## src/rtl/core/kmng_pkg.sv

```systemverilog
// Shared types and constants of the key event to MIDI note generator.
// Used by the channel interfaces and by every kmng module.
`default_nettype none

package kmng_pkg;

   // Field widths of the request and response words
   localparam int KEY_W  = 9;
   localparam int SEMI_W = 5;
   localparam int OCT_W  = 4;
   localparam int NOTE_W = 7;
   localparam int VEL_W  = 7;

   // Held-note table depth
   localparam int KEY_IDS_DEFAULT = 512;

   // Register port
   localparam int DATA_W = 32;
   localparam int ADDR_W = 3;

   // Register indexes (paddr[2])
   localparam logic REG_ENABLE       = 1'b0;
   localparam logic REG_START_OCTAVE = 1'b1;

   // Register reset values
   localparam logic             ENABLE_RST       = 1'b1;
   localparam logic [OCT_W-1:0] START_OCTAVE_RST = 4'd5;

   // Note arithmetic
   localparam logic [OCT_W-1:0]  MAX_OCTAVE    = 4'd9;
   localparam logic [NOTE_W:0]   NOTE_MAX      = 8'd127;
   localparam logic [VEL_W-1:0]  VELOCITY_FULL = 7'd127;

   // Operation codes
   localparam logic OP_RELEASE = 1'b0;
   localparam logic OP_PRESS   = 1'b1;

   typedef enum logic [1:0] {
      KIND_UNMAPPED = 2'd0,
      KIND_NOTE     = 2'd1,
      KIND_OCT_DOWN = 2'd2,
      KIND_OCT_UP   = 2'd3
   } kind_type;

   // Configuration handed from the register block to the engine
   typedef struct packed {
      logic             enable;
      logic [OCT_W-1:0] start_octave;
      logic             oct_load;
   } cfg_type;

   // One entry of the held-note table
   typedef struct packed {
      logic              valid;
      logic [NOTE_W-1:0] note;
   } entry_type;

   // Table write request from the engine
   typedef struct packed {
      logic             we;
      logic [KEY_W-1:0] key;
      entry_type        entry;
   } tbl_wr_type;

   // Clamp an octave value to the top octave
   function automatic logic [OCT_W-1:0] clamp_octave(input logic [OCT_W-1:0] v);
      clamp_octave = (v > MAX_OCTAVE) ? MAX_OCTAVE : v;
   endfunction

endpackage

`default_nettype wire

```

## src/rtl/core/kmng_req_if.sv

```systemverilog
// Request channel: one classified key event word per handshake.
// Depends on kmng_pkg for field widths.
`default_nettype none

interface kmng_req_if
   import kmng_pkg::*;
();
   logic              valid;
   logic              ready;
   logic [KEY_W-1:0]  key_id;
   logic              operation;
   logic [1:0]        key_kind;
   logic [SEMI_W-1:0] semitone;

   modport source (output valid, key_id, operation, key_kind, semitone, input ready);
   modport sink   (input valid, key_id, operation, key_kind, semitone, output ready);
endinterface

`default_nettype wire

```

## src/rtl/core/kmng_rsp_if.sv

```systemverilog
// Response channel: one MIDI note-on or note-off word per handshake.
// Depends on kmng_pkg for field widths.
`default_nettype none

interface kmng_rsp_if
   import kmng_pkg::*;
();
   logic              valid;
   logic              ready;
   logic              note_on;
   logic [NOTE_W-1:0] note_number;
   logic [VEL_W-1:0]  velocity;

   modport source (output valid, note_on, note_number, velocity, input ready);
   modport sink   (input valid, note_on, note_number, velocity, output ready);
endinterface

`default_nettype wire

```

## src/rtl/core/key_event_midi_note_gen_top.sv

```systemverilog
// Each accepted word is held in the event register, where its note is decided,
// and its response word is then held in the response register behind rsp.valid.
// Throughput: one event word per cycle while the response side takes words;
// the held-note table (one write and one read port) is touched once per event.
// Reset: synchronous; after it a clearing pass sweeps every entry of the
// held-note table with req.ready low. Register writes are taken at all times.
`default_nettype none

module key_event_midi_note_gen_top
   import kmng_pkg::*;
#(
   parameter int KEY_IDS = KEY_IDS_DEFAULT
) (
   input  wire logic              clock,
   input  wire logic              reset,
   kmng_req_if.sink               req,
   kmng_rsp_if.source             rsp,
   input  wire logic              psel,
   input  wire logic              penable,
   input  wire logic              pwrite,
   input  wire logic [ADDR_W-1:0] paddr,
   input  wire logic [DATA_W-1:0] pwdata,
   output logic      [DATA_W-1:0] prdata,
   output logic                   pready
);

   cfg_type    cfg;
   logic       tbl_busy;
   logic       tbl_rd_en;
   entry_type  tbl_entry;
   tbl_wr_type tbl_wr;

   // Register block
   kmng_csr u_csr (
      .clock   (clock),
      .reset   (reset),
      .psel    (psel),
      .penable (penable),
      .pwrite  (pwrite),
      .paddr   (paddr),
      .pwdata  (pwdata),
      .prdata  (prdata),
      .pready  (pready),
      .cfg     (cfg)
   );

   // Held-note table
   kmng_table #(
      .KEY_IDS (KEY_IDS)
   ) u_table (
      .clock    (clock),
      .reset    (reset),
      .rd_en    (tbl_rd_en),
      .rd_key   (req.key_id),
      .wr       (tbl_wr),
      .rd_entry (tbl_entry),
      .busy     (tbl_busy)
   );

   // Note engine
   kmng_engine #(
      .KEY_IDS (KEY_IDS)
   ) u_engine (
      .clock     (clock),
      .reset     (reset),
      .req       (req),
      .rsp       (rsp),
      .cfg       (cfg),
      .tbl_busy  (tbl_busy),
      .tbl_entry (tbl_entry),
      .tbl_rd_en (tbl_rd_en),
      .tbl_wr    (tbl_wr)
   );

endmodule

`default_nettype wire

```

## src/rtl/core/kmng_csr.sv

```systemverilog
// Register block: enable and start_octave behind an APB-style write/read port.
// Depends on kmng_pkg.
`default_nettype none

module kmng_csr
   import kmng_pkg::*;
(
   input  wire logic              clock,
   input  wire logic              reset,
   input  wire logic              psel,
   input  wire logic              penable,
   input  wire logic              pwrite,
   input  wire logic [ADDR_W-1:0] paddr,
   input  wire logic [DATA_W-1:0] pwdata,
   output logic      [DATA_W-1:0] prdata,
   output logic                   pready,
   output cfg_type                cfg
);

   logic             enable_ff, enable_in;
   logic [OCT_W-1:0] start_octave_ff, start_octave_in;
   logic             wr_stb;
   logic             oct_load;

   assign pready = 1'b1;
   assign wr_stb = psel && penable && pwrite;

   // Decode writes
   always_comb begin
      enable_in       = enable_ff;
      start_octave_in = start_octave_ff;
      oct_load        = 1'b0;
      if (wr_stb) begin
         unique case (paddr[2])
            REG_ENABLE: begin
               enable_in = pwdata[0];
            end
            REG_START_OCTAVE: begin
               start_octave_in = pwdata[OCT_W-1:0];
               oct_load        = 1'b1;
            end
            default: begin
            end
         endcase
      end
   end

   always_ff @(posedge clock) begin
      if (reset) begin
         enable_ff       <= ENABLE_RST;
         start_octave_ff <= START_OCTAVE_RST;
      end else begin
         enable_ff       <= enable_in;
         start_octave_ff <= start_octave_in;
      end
   end

   // Read back
   always_comb begin
      unique case (paddr[2])
         REG_ENABLE:       prdata = DATA_W'(enable_ff);
         REG_START_OCTAVE: prdata = DATA_W'(start_octave_ff);
         default:          prdata = '0;
      endcase
   end

   assign cfg.enable       = enable_ff;
   assign cfg.start_octave = start_octave_in;
   assign cfg.oct_load     = oct_load;

endmodule

`default_nettype wire

```

## src/rtl/core/kmng_table.sv

```systemverilog
// Held-note table: one memory of valid/note entries with a clearing pass
// after reset and write-to-read forwarding. Depends on kmng_pkg.
`default_nettype none

module kmng_table
   import kmng_pkg::*;
#(
   parameter int KEY_IDS = KEY_IDS_DEFAULT
) (
   input  wire logic             clock,
   input  wire logic             reset,
   input  wire logic             rd_en,
   input  wire logic [KEY_W-1:0] rd_key,
   input  wire tbl_wr_type       wr,
   output entry_type             rd_entry,
   output logic                  busy
);

   localparam int AW = $clog2(KEY_IDS);
   localparam int CW = $clog2(KEY_IDS + 1);
   localparam int EW = (AW > KEY_W) ? AW : KEY_W;

   entry_type         mem [KEY_IDS];
   entry_type         rd_data_ff;
   entry_type         fwd_entry_ff;
   logic              fwd_hit_ff, fwd_hit_in;
   logic              clr_busy_ff, clr_busy_in;
   logic [CW-1:0]     clr_cnt_ff, clr_cnt_in;
   logic [EW-1:0]     rd_key_ext, wr_key_ext;
   logic [AW-1:0]     rd_addr, wr_addr;

   assign rd_key_ext = EW'(rd_key);
   assign wr_key_ext = EW'(wr.key);
   assign rd_addr    = rd_key_ext[AW-1:0];
   assign wr_addr    = wr_key_ext[AW-1:0];

   // Advance the clearing pass, one entry a cycle
   always_comb begin
      clr_busy_in = clr_busy_ff;
      clr_cnt_in  = clr_cnt_ff;
      if (clr_busy_ff) begin
         clr_cnt_in = clr_cnt_ff + 1'b1;
         if (clr_cnt_ff == CW'(KEY_IDS - 1)) begin
            clr_busy_in = 1'b0;
         end
      end
   end

   always_ff @(posedge clock) begin
      if (reset) begin
         clr_busy_ff <= 1'b1;
         clr_cnt_ff  <= '0;
      end else begin
         clr_busy_ff <= clr_busy_in;
         clr_cnt_ff  <= clr_cnt_in;
      end
   end

   // Memory write and registered read
   always_ff @(posedge clock) begin
      if (clr_busy_ff) begin
         mem[clr_cnt_ff[AW-1:0]] <= '0;
      end else if (wr.we) begin
         mem[wr_addr] <= wr.entry;
      end
      if (rd_en) begin
         rd_data_ff <= mem[rd_addr];
      end
   end

   // Catch a write to the same key landing at the read edge
   assign fwd_hit_in = wr.we && (wr.key == rd_key);

   always_ff @(posedge clock) begin
      if (reset) begin
         fwd_hit_ff <= 1'b0;
      end else if (rd_en) begin
         fwd_hit_ff <= fwd_hit_in;
      end
   end

   always_ff @(posedge clock) begin
      if (rd_en) begin
         fwd_entry_ff <= wr.entry;
      end
   end

   assign rd_entry = fwd_hit_ff ? fwd_entry_ff : rd_data_ff;
   assign busy     = clr_busy_ff;

   // No table traffic while the clearing pass runs
   assert property (@(posedge clock) disable iff (reset) clr_busy_ff |-> !rd_en && !wr.we)
      else $error("table access during clearing pass");

   // Clear count stays inside the table while clearing
   assert property (@(posedge clock) disable iff (reset)
                    clr_busy_ff |-> clr_cnt_ff < CW'(KEY_IDS))
      else $error("clear count out of range");

   // Once finished, the clearing pass does not restart
   assert property (@(posedge clock) disable iff (reset) !clr_busy_ff |=> !clr_busy_ff)
      else $error("clearing pass restarted");

endmodule

`default_nettype wire

```

## src/rtl/core/kmng_engine.sv

```systemverilog
// Note engine: event register, octave register, note decision and the
// response register. Depends on kmng_pkg and the channel interfaces.
`default_nettype none

module kmng_engine
   import kmng_pkg::*;
#(
   parameter int KEY_IDS = KEY_IDS_DEFAULT
) (
   input  wire logic       clock,
   input  wire logic       reset,
   kmng_req_if.sink        req,
   kmng_rsp_if.source      rsp,
   input  wire cfg_type    cfg,
   input  wire logic       tbl_busy,
   input  wire entry_type  tbl_entry,
   output logic            tbl_rd_en,
   output tbl_wr_type      tbl_wr
);

   localparam int AW = $clog2(KEY_IDS);
   localparam int EW = (AW > KEY_W) ? AW : KEY_W;

   // Event register
   logic              s1_valid_ff, s1_valid_in;
   logic [KEY_W-1:0]  s1_key_ff;
   logic              s1_op_ff;
   kind_type          s1_kind_ff;
   logic [SEMI_W-1:0] s1_semi_ff;

   logic [OCT_W-1:0]  octave_ff, octave_in;

   // Response register
   logic              out_valid_ff, out_valid_in;
   logic              out_note_on_ff;
   logic [NOTE_W-1:0] out_note_ff;

   logic              accept;
   logic              s1_fire;
   logic              act;
   logic              in_table;
   logic [NOTE_W:0]   note_sum;
   logic              has_result;
   logic              res_on;
   logic [NOTE_W-1:0] res_note;
   logic [EW-1:0]     key_ext;

   // Event register drains when the response register is free or being taken
   assign s1_fire   = s1_valid_ff && (!out_valid_ff || rsp.ready);
   assign req.ready = !tbl_busy && (!s1_valid_ff || s1_fire);
   assign accept    = req.valid && req.ready;
   assign tbl_rd_en = accept;
   assign act       = s1_fire && cfg.enable;

   assign key_ext  = EW'(s1_key_ff);
   assign in_table = ({1'b0, key_ext} < (EW + 1)'(KEY_IDS));

   // semitone + 12 * octave
   assign note_sum = (NOTE_W + 1)'({octave_ff, 3'b000}) + (NOTE_W + 1)'({octave_ff, 2'b00})
                   + (NOTE_W + 1)'(s1_semi_ff);

   always_comb begin
      s1_valid_in = s1_valid_ff;
      if (accept) begin
         s1_valid_in = 1'b1;
      end else if (s1_fire) begin
         s1_valid_in = 1'b0;
      end
   end

   always_ff @(posedge clock) begin
      if (reset) begin
         s1_valid_ff <= 1'b0;
      end else begin
         s1_valid_ff <= s1_valid_in;
      end
   end

   always_ff @(posedge clock) begin
      if (accept) begin
         s1_key_ff  <= req.key_id;
         s1_op_ff   <= req.operation;
         s1_kind_ff <= kind_type'(req.key_kind);
         s1_semi_ff <= req.semitone;
      end
   end

   // Decide the result, the table update and the new octave
   always_comb begin
      has_result   = 1'b0;
      res_on       = 1'b0;
      res_note     = note_sum[NOTE_W-1:0];
      octave_in    = octave_ff;
      tbl_wr.we    = 1'b0;
      tbl_wr.key   = s1_key_ff;
      tbl_wr.entry = '{valid: 1'b1, note: note_sum[NOTE_W-1:0]};
      if (act) begin
         if (s1_op_ff == OP_PRESS) begin
            unique case (s1_kind_ff)
               KIND_OCT_DOWN: begin
                  if (octave_ff != '0) begin
                     octave_in = octave_ff - 1'b1;
                  end
               end
               KIND_OCT_UP: begin
                  if (octave_ff < MAX_OCTAVE) begin
                     octave_in = octave_ff + 1'b1;
                  end
               end
               KIND_NOTE: begin
                  if (in_table && note_sum <= NOTE_MAX) begin
                     has_result = 1'b1;
                     res_on     = 1'b1;
                     tbl_wr.we  = 1'b1;
                  end
               end
               default: begin
               end
            endcase
         end else if (in_table && tbl_entry.valid) begin
            // Release of a held key: send note-off and drop the entry
            has_result   = 1'b1;
            res_note     = tbl_entry.note;
            tbl_wr.we    = 1'b1;
            tbl_wr.entry = '{valid: 1'b0, note: tbl_entry.note};
         end
      end
      if (cfg.oct_load) begin
         octave_in = clamp_octave(cfg.start_octave);
      end
   end

   always_ff @(posedge clock) begin
      if (reset) begin
         octave_ff <= clamp_octave(START_OCTAVE_RST);
      end else begin
         octave_ff <= octave_in;
      end
   end

   // Response register: load on fire, drop once taken
   always_comb begin
      out_valid_in = out_valid_ff;
      if (s1_fire) begin
         out_valid_in = has_result;
      end else if (rsp.ready) begin
         out_valid_in = 1'b0;
      end
   end

   always_ff @(posedge clock) begin
      if (reset) begin
         out_valid_ff <= 1'b0;
      end else begin
         out_valid_ff <= out_valid_in;
      end
   end

   always_ff @(posedge clock) begin
      if (s1_fire && has_result) begin
         out_note_on_ff <= res_on;
         out_note_ff    <= res_note;
      end
   end

   assign rsp.valid       = out_valid_ff;
   assign rsp.note_on     = out_note_on_ff;
   assign rsp.note_number = out_note_ff;
   assign rsp.velocity    = VELOCITY_FULL;

   // Octave never leaves 0..9
   assert property (@(posedge clock) disable iff (reset) octave_ff <= MAX_OCTAVE)
      else $error("octave above nine");

   // A held event is not lost while the response side stalls
   assert property (@(posedge clock) disable iff (reset)
                    s1_valid_ff && !s1_fire |=> s1_valid_ff)
      else $error("stalled event dropped");

   // A release that finds a held note produces a note-off word
   assert property (@(posedge clock) disable iff (reset)
                    act && s1_op_ff == OP_RELEASE && has_result
                    |=> out_valid_ff && !out_note_on_ff)
      else $error("release did not produce note-off");

   // A table write only comes from a fired, enabled event
   assert property (@(posedge clock) disable iff (reset) tbl_wr.we |-> act)
      else $error("table write without event");

endmodule

`default_nettype wire
```

## src/flat_wrapper.sv

```systemverilog
// flat-port wrapper written by rule: the top's interface ports become plain ports
module key_event_midi_note_gen_top_flat import kmng_pkg::*;
#(
   parameter int KEY_IDS = KEY_IDS_DEFAULT
)
  (clock, reset, psel, penable, pwrite, paddr, pwdata, prdata, pready, req_valid, req_key_id, req_operation, req_key_kind, req_semitone, req_ready, rsp_valid, rsp_note_on, rsp_note_number, rsp_velocity, rsp_ready);
  kmng_req_if req_i ();
  kmng_rsp_if rsp_i ();
  input  wire logic clock;
  input  wire logic reset;
  input  wire logic psel;
  input  wire logic penable;
  input  wire logic pwrite;
  input  wire logic [ADDR_W-1:0] paddr;
  input  wire logic [DATA_W-1:0] pwdata;
  output logic      [DATA_W-1:0] prdata;
  output logic pready;
  input wire logic [$bits(req_i.valid)-1:0] req_valid;
  input wire logic [$bits(req_i.key_id)-1:0] req_key_id;
  input wire logic [$bits(req_i.operation)-1:0] req_operation;
  input wire logic [$bits(req_i.key_kind)-1:0] req_key_kind;
  input wire logic [$bits(req_i.semitone)-1:0] req_semitone;
  output wire logic [$bits(req_i.ready)-1:0] req_ready;
  output wire logic [$bits(rsp_i.valid)-1:0] rsp_valid;
  output wire logic [$bits(rsp_i.note_on)-1:0] rsp_note_on;
  output wire logic [$bits(rsp_i.note_number)-1:0] rsp_note_number;
  output wire logic [$bits(rsp_i.velocity)-1:0] rsp_velocity;
  input wire logic [$bits(rsp_i.ready)-1:0] rsp_ready;
  assign req_i.valid = req_valid;
  assign req_i.key_id = req_key_id;
  assign req_i.operation = req_operation;
  assign req_i.key_kind = req_key_kind;
  assign req_i.semitone = req_semitone;
  assign req_ready = req_i.ready;
  assign rsp_valid = rsp_i.valid;
  assign rsp_note_on = rsp_i.note_on;
  assign rsp_note_number = rsp_i.note_number;
  assign rsp_velocity = rsp_i.velocity;
  assign rsp_i.ready = rsp_ready;
  key_event_midi_note_gen_top #(.KEY_IDS(KEY_IDS)) u_core (.clock(clock), .reset(reset), .req(req_i), .rsp(rsp_i), .psel(psel), .penable(penable), .pwrite(pwrite), .paddr(paddr), .pwdata(pwdata), .prdata(prdata), .pready(pready));
endmodule
```

## config.mk

```make
export PLATFORM = sky130hd
export DESIGN_NAME = key_event_midi_note_gen_top_flat
export DESIGN_NICKNAME = d
export VERILOG_FILES = /design/src/rtl/core/kmng_pkg.sv /design/src/rtl/core/kmng_req_if.sv /design/src/rtl/core/kmng_rsp_if.sv /design/src/rtl/core/key_event_midi_note_gen_top.sv /design/src/rtl/core/kmng_csr.sv /design/src/rtl/core/kmng_table.sv /design/src/rtl/core/kmng_engine.sv /design/src/flat_wrapper.sv
export SDC_FILE = /design/constraint.sdc
export NUM_CORES = 2
export LEC_CHECK = 0
export ABC_CLOCK_PERIOD_IN_PS = 15980
export BUFFER_PORTS_ARGS = -buffer_cell sky130_fd_sc_hd__buf_2
export CAP_MARGIN = 20
export CORE_ASPECT_RATIO = 1.1
export CORE_UTILIZATION = 30
export DETAILED_ROUTE_END_ITERATION = 7
export GPL_ROUTABILITY_DRIVEN = 0
export PLACE_DENSITY = 0.45
export SLEW_MARGIN = 20
export SYNTH_ARGS = -nofsm -noshare
export SYNTH_HDL_FRONTEND = slang
export SYNTH_HIERARCHICAL = 1
export SYNTH_SLANG_ARGS = --single-unit
```

## constraint.sdc

```tcl
create_clock -name clock -period 15.98 [get_ports clock]
set_input_delay 2.397 -clock clock [delete_from_list [all_inputs] [get_ports clock]]
set_output_delay 2.397 -clock clock [all_outputs]
set_load 0.05 [all_outputs]
```

### Yosys cells after proc, flatten, opt, wreduce, memory -nomap -nowiden

Memories as Yosys holds them, arrays and structs flattened. A register that Yosys moved wholly into a read port is not among the register bits.
Cells that the tools add are included.

| word-level totals | value |
|---|---|
| flip-flop bits (word level) | 56 |
| memory bits (writable) | 4096 |
| bits of input ports | 59 |
| memories | 1 |

Memories:

| memory | depth | bits a word | rd ports | clocked after Yosys merged registers in | write ports | line | RTL |
|---|---|---|---|---|---|---|---|
| u_core.u_table.mem | 512 | 8 | 1 | 1 | 1 | kmng_table.sv:23 | `entry_type mem [KEY_IDS];` |

| operators by class | value |
|---|---|
| add/sub/neg operators | 5 |
| magnitude comparators | 3 |
| equality and inequality tests | 7 |
| muxes and demuxes | 38 |
| bitwise gates (word level) | 1 |
| reduce and logical (&&, ||, !) cells | 23 |

Operators by type and width:

| cell | count |
|---|---|
| $pmux W32 S2 | 1 |
| $mux W8 | 5 |
| $mux W4 | 8 |
| $mux W7 | 3 |
| $mux W1 | 19 |
| $add A10 B1 Y10 const B | 1 |
| $eq A10 B9 Y1 const B | 1 |
| $eq A9 B9 Y1 | 1 |
| $mux W9 | 1 |
| $add A7 B6 Y8 | 1 |
| $add A8 B5 Y8 | 1 |
| $le A8 B7 Y1 const B | 1 |
| $logic_and A1 B1 Y1 | 8 |
| $pmux W4 S2 | 1 |
| $reduce_bool A2 Y1 | 4 |
| $reduce_or A8 Y1 | 1 |
| $ne A3 B2 Y1 const B | 2 |
| $reduce_and A5 Y1 | 1 |
| $add A4 B1 Y4 const B | 1 |
| $eq A2 B2 Y1 const B | 2 |
| $gt A4 B4 Y1 const B | 1 |
| $lt A4 B4 Y1 const B | 1 |
| $reduce_and A2 Y1 | 2 |
| $reduce_bool A4 Y1 | 1 |
| 6 further kinds | 9 |

### Logic depth before layout (Yosys ltp)

| depth | value |
|---|---|
| word-level depth | 12 |
| mapped depth | 17 |
| gate-level depth less buffers | 13 |

### Cells and area by module

The synthesis kept the hierarchy.

By module, submodules not included:

| module | instances | cells each | area an instance (um^2) | sequential area each (um^2) |
|---|---|---|---|---|
| kmng_table | 1 | 8247 | 162977.6 | 123718.7 |
| kmng_engine | 1 | 128 | 1635.3 | 870.8 |
| kmng_csr | 1 | 64 | 564.3 | 100.1 |

### Worst setup path after synthesis

Ideal clock, no wire load.

| timing path | value |
|---|---|
| path type | input to register |
| start point | input port rsp_ready |
| end point | memory u_core/u_table/mem[0][2] in the netlist's numbering (data pin) |
| arrival time | 10.542 ns |
| slack | 3.899 ns |
| stages on the path | 9 |
| buffers on the path | 4 |
| cell sequence | nor2b_4 nor4b_1 buf_2 a41o_1 buf_4 nor2b_1 clkbuf_1 clkbuf_1 and2_1 |

| between the ends | value |
|---|---|
| cells in the longest elaborated chain, start to end | 9 |

Ends and longest elaborated chain:

| element | line | RTL |
|---|---|---|
| from (decl) | flat_wrapper.sv:28 | `input wire logic [$bits(rsp_i.ready)-1:0] rsp_ready;` |
| $logic_or A1 B1 Y1 | kmng_engine.sv:49 | `assign s1_fire = s1_valid_ff && (!out_valid_ff \|\| rsp.ready);` |
| $logic_and A1 B1 Y1 | kmng_engine.sv:49 |  |
| $logic_and A1 B1 Y1 | kmng_engine.sv:53 | `assign act = s1_fire && cfg.enable;` |
| $mux W1 | n/a |  |
| named net u_core.u_engine.has_result | kmng_engine.sv:43 | `logic has_result;` |
| $mux W1 | kmng_table.sv:63 | `end else if (wr.we) begin` |
| $mux W1 | kmng_table.sv:61 | `if (clr_busy_ff) begin` |
| $mux W1 (implied by the code) | kmng_table.sv:64 | `mem[wr_addr] <= wr.entry;` |
| $reduce_or A8 Y1 (no source line) | n/a |  |
| $mux W8 (no source line) | n/a |  |
| to (decl) | kmng_table.sv:23 |  |

The timed path passes the listed nets, and every way through them passes these cells.

==> results.json <==
{
  "cts_setup_buffers": 0,
  "rows": 285,
  "synth_top_area_frac": 0.752,
  "fin_crit_ns": 6.91,
  "p_leak_nw": 63.8,
  "ys_warn_count": 6,
  "hp-class": "reg2reg",
  "status": "finished, final reports clean",
  "drv_slew": 0,
  "grt.total_usage": 0.176,
  "rsz0062_at_grt": "false",
  "criticalPathCategory": "in2reg",
  "crit_required_ns": 16.60,
  "arrival_ns": 7.53,
  "startpoint_type": "primary input",
  "fin_skew_ns": 0.0904,
  "core_area_sq_mm": 0.548,
  "drc": 0,
  "antenna_found_initial": 32,
  "use_met2": 0.303,
  "grt_use_met3": 0.0212,
  "holdWs_ns": 0.501,
  "clkTransAtPathRegs_ns": 0.06,
  "cts_num_sinks": 4160,
  "drive_gt1_frac": 0.183,
  "boundaryPins": 109,
  "final_common_cell": "edfxtp_1",
  "synthMuxAreaShare": 0.143,
  "tightest_slew_ns": 1.27,
  "dr.first_iter.drc_count": 8588,
  "cts_resized": 0,
  "grt_first_pass_wirelength_um": 694000,
  "syn_inst": 8439,
  "avgSynthCellArea_sq_um": 19.6,
  "die_w_um": 709,
  "insertion_delay_ns": 1.03,
  "num-fill-cells": 51500,
  "clockBufferDepth": 4,
  "synth_top_family_by_area": "multiplexers",
  "synth.cell_area_sq_mm": 0.165,
  "final_design_area_no_fill_sq_mm": 0.186,
  "ant_nets": 0,
  "fmax_mhz": 145,
  "ys_seq_area_frac": 0.755,
  "gr-usage-met1": 0.234,
  "grt-busiest-layer": "met2",
  "drt_first_pass_iters": 5,
  "fin_crit_sh": 0.432,
  "io_buffers": 42,
  "slew_headroom": 0.150,
  "fin_tns_setup_ns": 0,
  "synth.area.top_cells": "edfxtp_1 (75%), mux4_2 (8.6%), mux2i_1 (4.4%)",
  "synthFlopType": "edfxtp_1",
  "overflow": 0,
  "wl_per_cell_um": 30.6,
  "synth-simple-area-share": 0.0309,
  "h-tree-depth": 5,
  "vias": 84000,
  "synth_xor_area_frac": 0.00106,
  "grt_max_degree": 187,
  "setup-violations-final": 0,
  "ys_ff_latch": 4160,
  "hold_buffers": 0,
  "synth_compound_area_frac": 0.0428,
  "cts_tree": "built",
  "synth_fa_ha_area_frac": 0.00139,
  "utilization": 0.340,
  "dieArea_sq_mm": 0.554,
  "path_max_fanout": 165,
  "hpwl_um": 297000,
  "final_nets": 8656,
  "die_h_um": 780,
  "final_cell_mix": "edfxtp_1 (4137), mux2i_1 (728), nor2_1 (676), mux4_2 (631), clkbuf_16 (432)",
  "synthToLayoutAreaGrowth_pct": 12.9,
  "cp-end-kind": "flop",
  "placed_cell_area_sq_mm": 0.173,
  "final_hold_viol_count": 0,
  "grt_pass1_vias": 85900,
  "synth_cell_types": 100,
  "drt_wl_total_um": 499000,
  "start_util": 0.301,
  "cap_violations": 0,
  "cts_root_buf": "clkbuf_16",
  "power_density_mw_per_mm2": 121,
  "async_flop_share": 0,
  "routed_via_density": 5.17,
  "synth_edf_count": 4137,
  "cts_buffers": 427,
  "synth_largest_area_cell": "edfxtp_1",
  "peakVddDrop_mv": 0.0874
}
synthesized netlist by cell type, drive strengths merged, types with 5 or more instances:
cell type / n
and3: 10
nand4: 24
or4: 5
a31oi: 54
inv: 17
xor2: 16
a211o: 8
mux2i: 728
a2111oi: 17
o31ai: 6
and2: 43
a21o: 8
a221oi: 19
dfxtp: 23
ha: 12
a22oi: 23
or3: 9
mux2: 73
o221ai: 258
nor4: 18
nand2: 175
o2111ai: 5
clkbuf: 227
nand3b: 10
o211ai: 14
buf: 345
a21oi: 178
o21ai: 117
a32oi: 10
nor4bb: 5
o311ai: 8
nor3: 68
nor2: 679
o21a: 9
nor2b: 9
o41ai: 6
a211oi: 43
o22ai: 195
nand3: 68
nand2b: 15
mux4: 677
a2bb2oi: 6
edfxtp: 4137
state kept, by name, indices dropped and copies added, names as in the netlist, 5 cells and up:
| name | flops |
|---|---|
| u_core/u_table/mem | 4096 |
| u_core/u_engine/key_ext | 9 |
| u_core/u_table/clr_cnt_ff | 10 |
| u_core/u_engine/s1_semi_ff | 5 |
| u_core/u_table/rd_data_ff | 8 |
| u_core/u_engine/rsp.note_number | 7 |
| u_core/u_table/fwd_entry_ff | 8 |
per-layer routing:
| layer | part of all wire | wire (um) |
|---|---|---|
| met4 | 0.028 | 13700 |
| met5 | 0.000054 | 27 |
| met1 | 0.42 | 209000 |
| met3 | 0.050 | 24900 |
| met2 | 0.50 | 251000 |
critical path, stage by stage:
cell,delay [ns]
buf_2,0.11
nor2b_4,0.06
nor4b_2,0.23
buf_4,0.24
a41o_1,0.37
nor2b_2,0.40
buf_4,0.43
and2_4,0.69
buf_4,0.91
buf_4,0.71
buf_12,0.49
kinds of logic after synthesis:
kind of cell	after synthesis
simple gates	1164
flops	4160
compound gates	1009
buf+inv	589
fa+ha+maj	16
other cells	3
xor+xnor	20
mux	1478
worst paths after layout:
| path | slack (ns) | cells past startpoint | to | from |
|---|---|---|---|---|
| worst max-delay path | 9.07 | 11 | u_core/u_table/mem[271][3] | rsp_ready |
| worst min-delay path | 0.50 | 2 | u_core/u_csr/start_octave_ff[1] | u_core/u_csr/start_octave_ff[1] |
| worst max register to register | 9.07 | 13 | u_core/u_table/mem[271][3] | u_core/u_engine/octave_ff[0] |
| worst min register to register | 0.50 | 2 | u_core/u_csr/start_octave_ff[1] | u_core/u_csr/start_octave_ff[1] |
cell type report:
type	count	area [sq um]	area share
Antenna cell	19	47.5	0.000255
Clock inverter	259	2570	0.0138
Inverter	17	81.3	0.000436
Sequential cell	4160	125000	0.669
Timing Repair Buffer	252	2120	0.0114
Tap cell	7318	9160	0.0491
Clock buffer	522	11100	0.0598
Multi-Input combinational cell	3723	36600	0.197
power by group:
part | switching [mW] | total, mW | internal [mW]
clock | 4.27 | 9.87 | 5.59
combinational | 0.576 | 0.808 | 0.232
sequential | 0.00357 | 11.8 | 11.8
total | 4.85 | 22.5 | 17.6
through the flow:
| stage | setup WS (ns) | power [mW] | cells |
|---|---|---|---|
| after floorplan | 3.90 | 12.6 | 8472 |
| after global placement | 7.92 | 12.9 | 15500 |
| after detailed placement | 7.99 | 12.9 | 15500 |
| after CTS | 9.08 | 22.7 | 16300 |
| after global routing | 8.68 | 23.1 | 16300 |
| final | 9.07 | 22.5 | 16300 |
No activity file was read; power rests on OpenSTA's default activity.
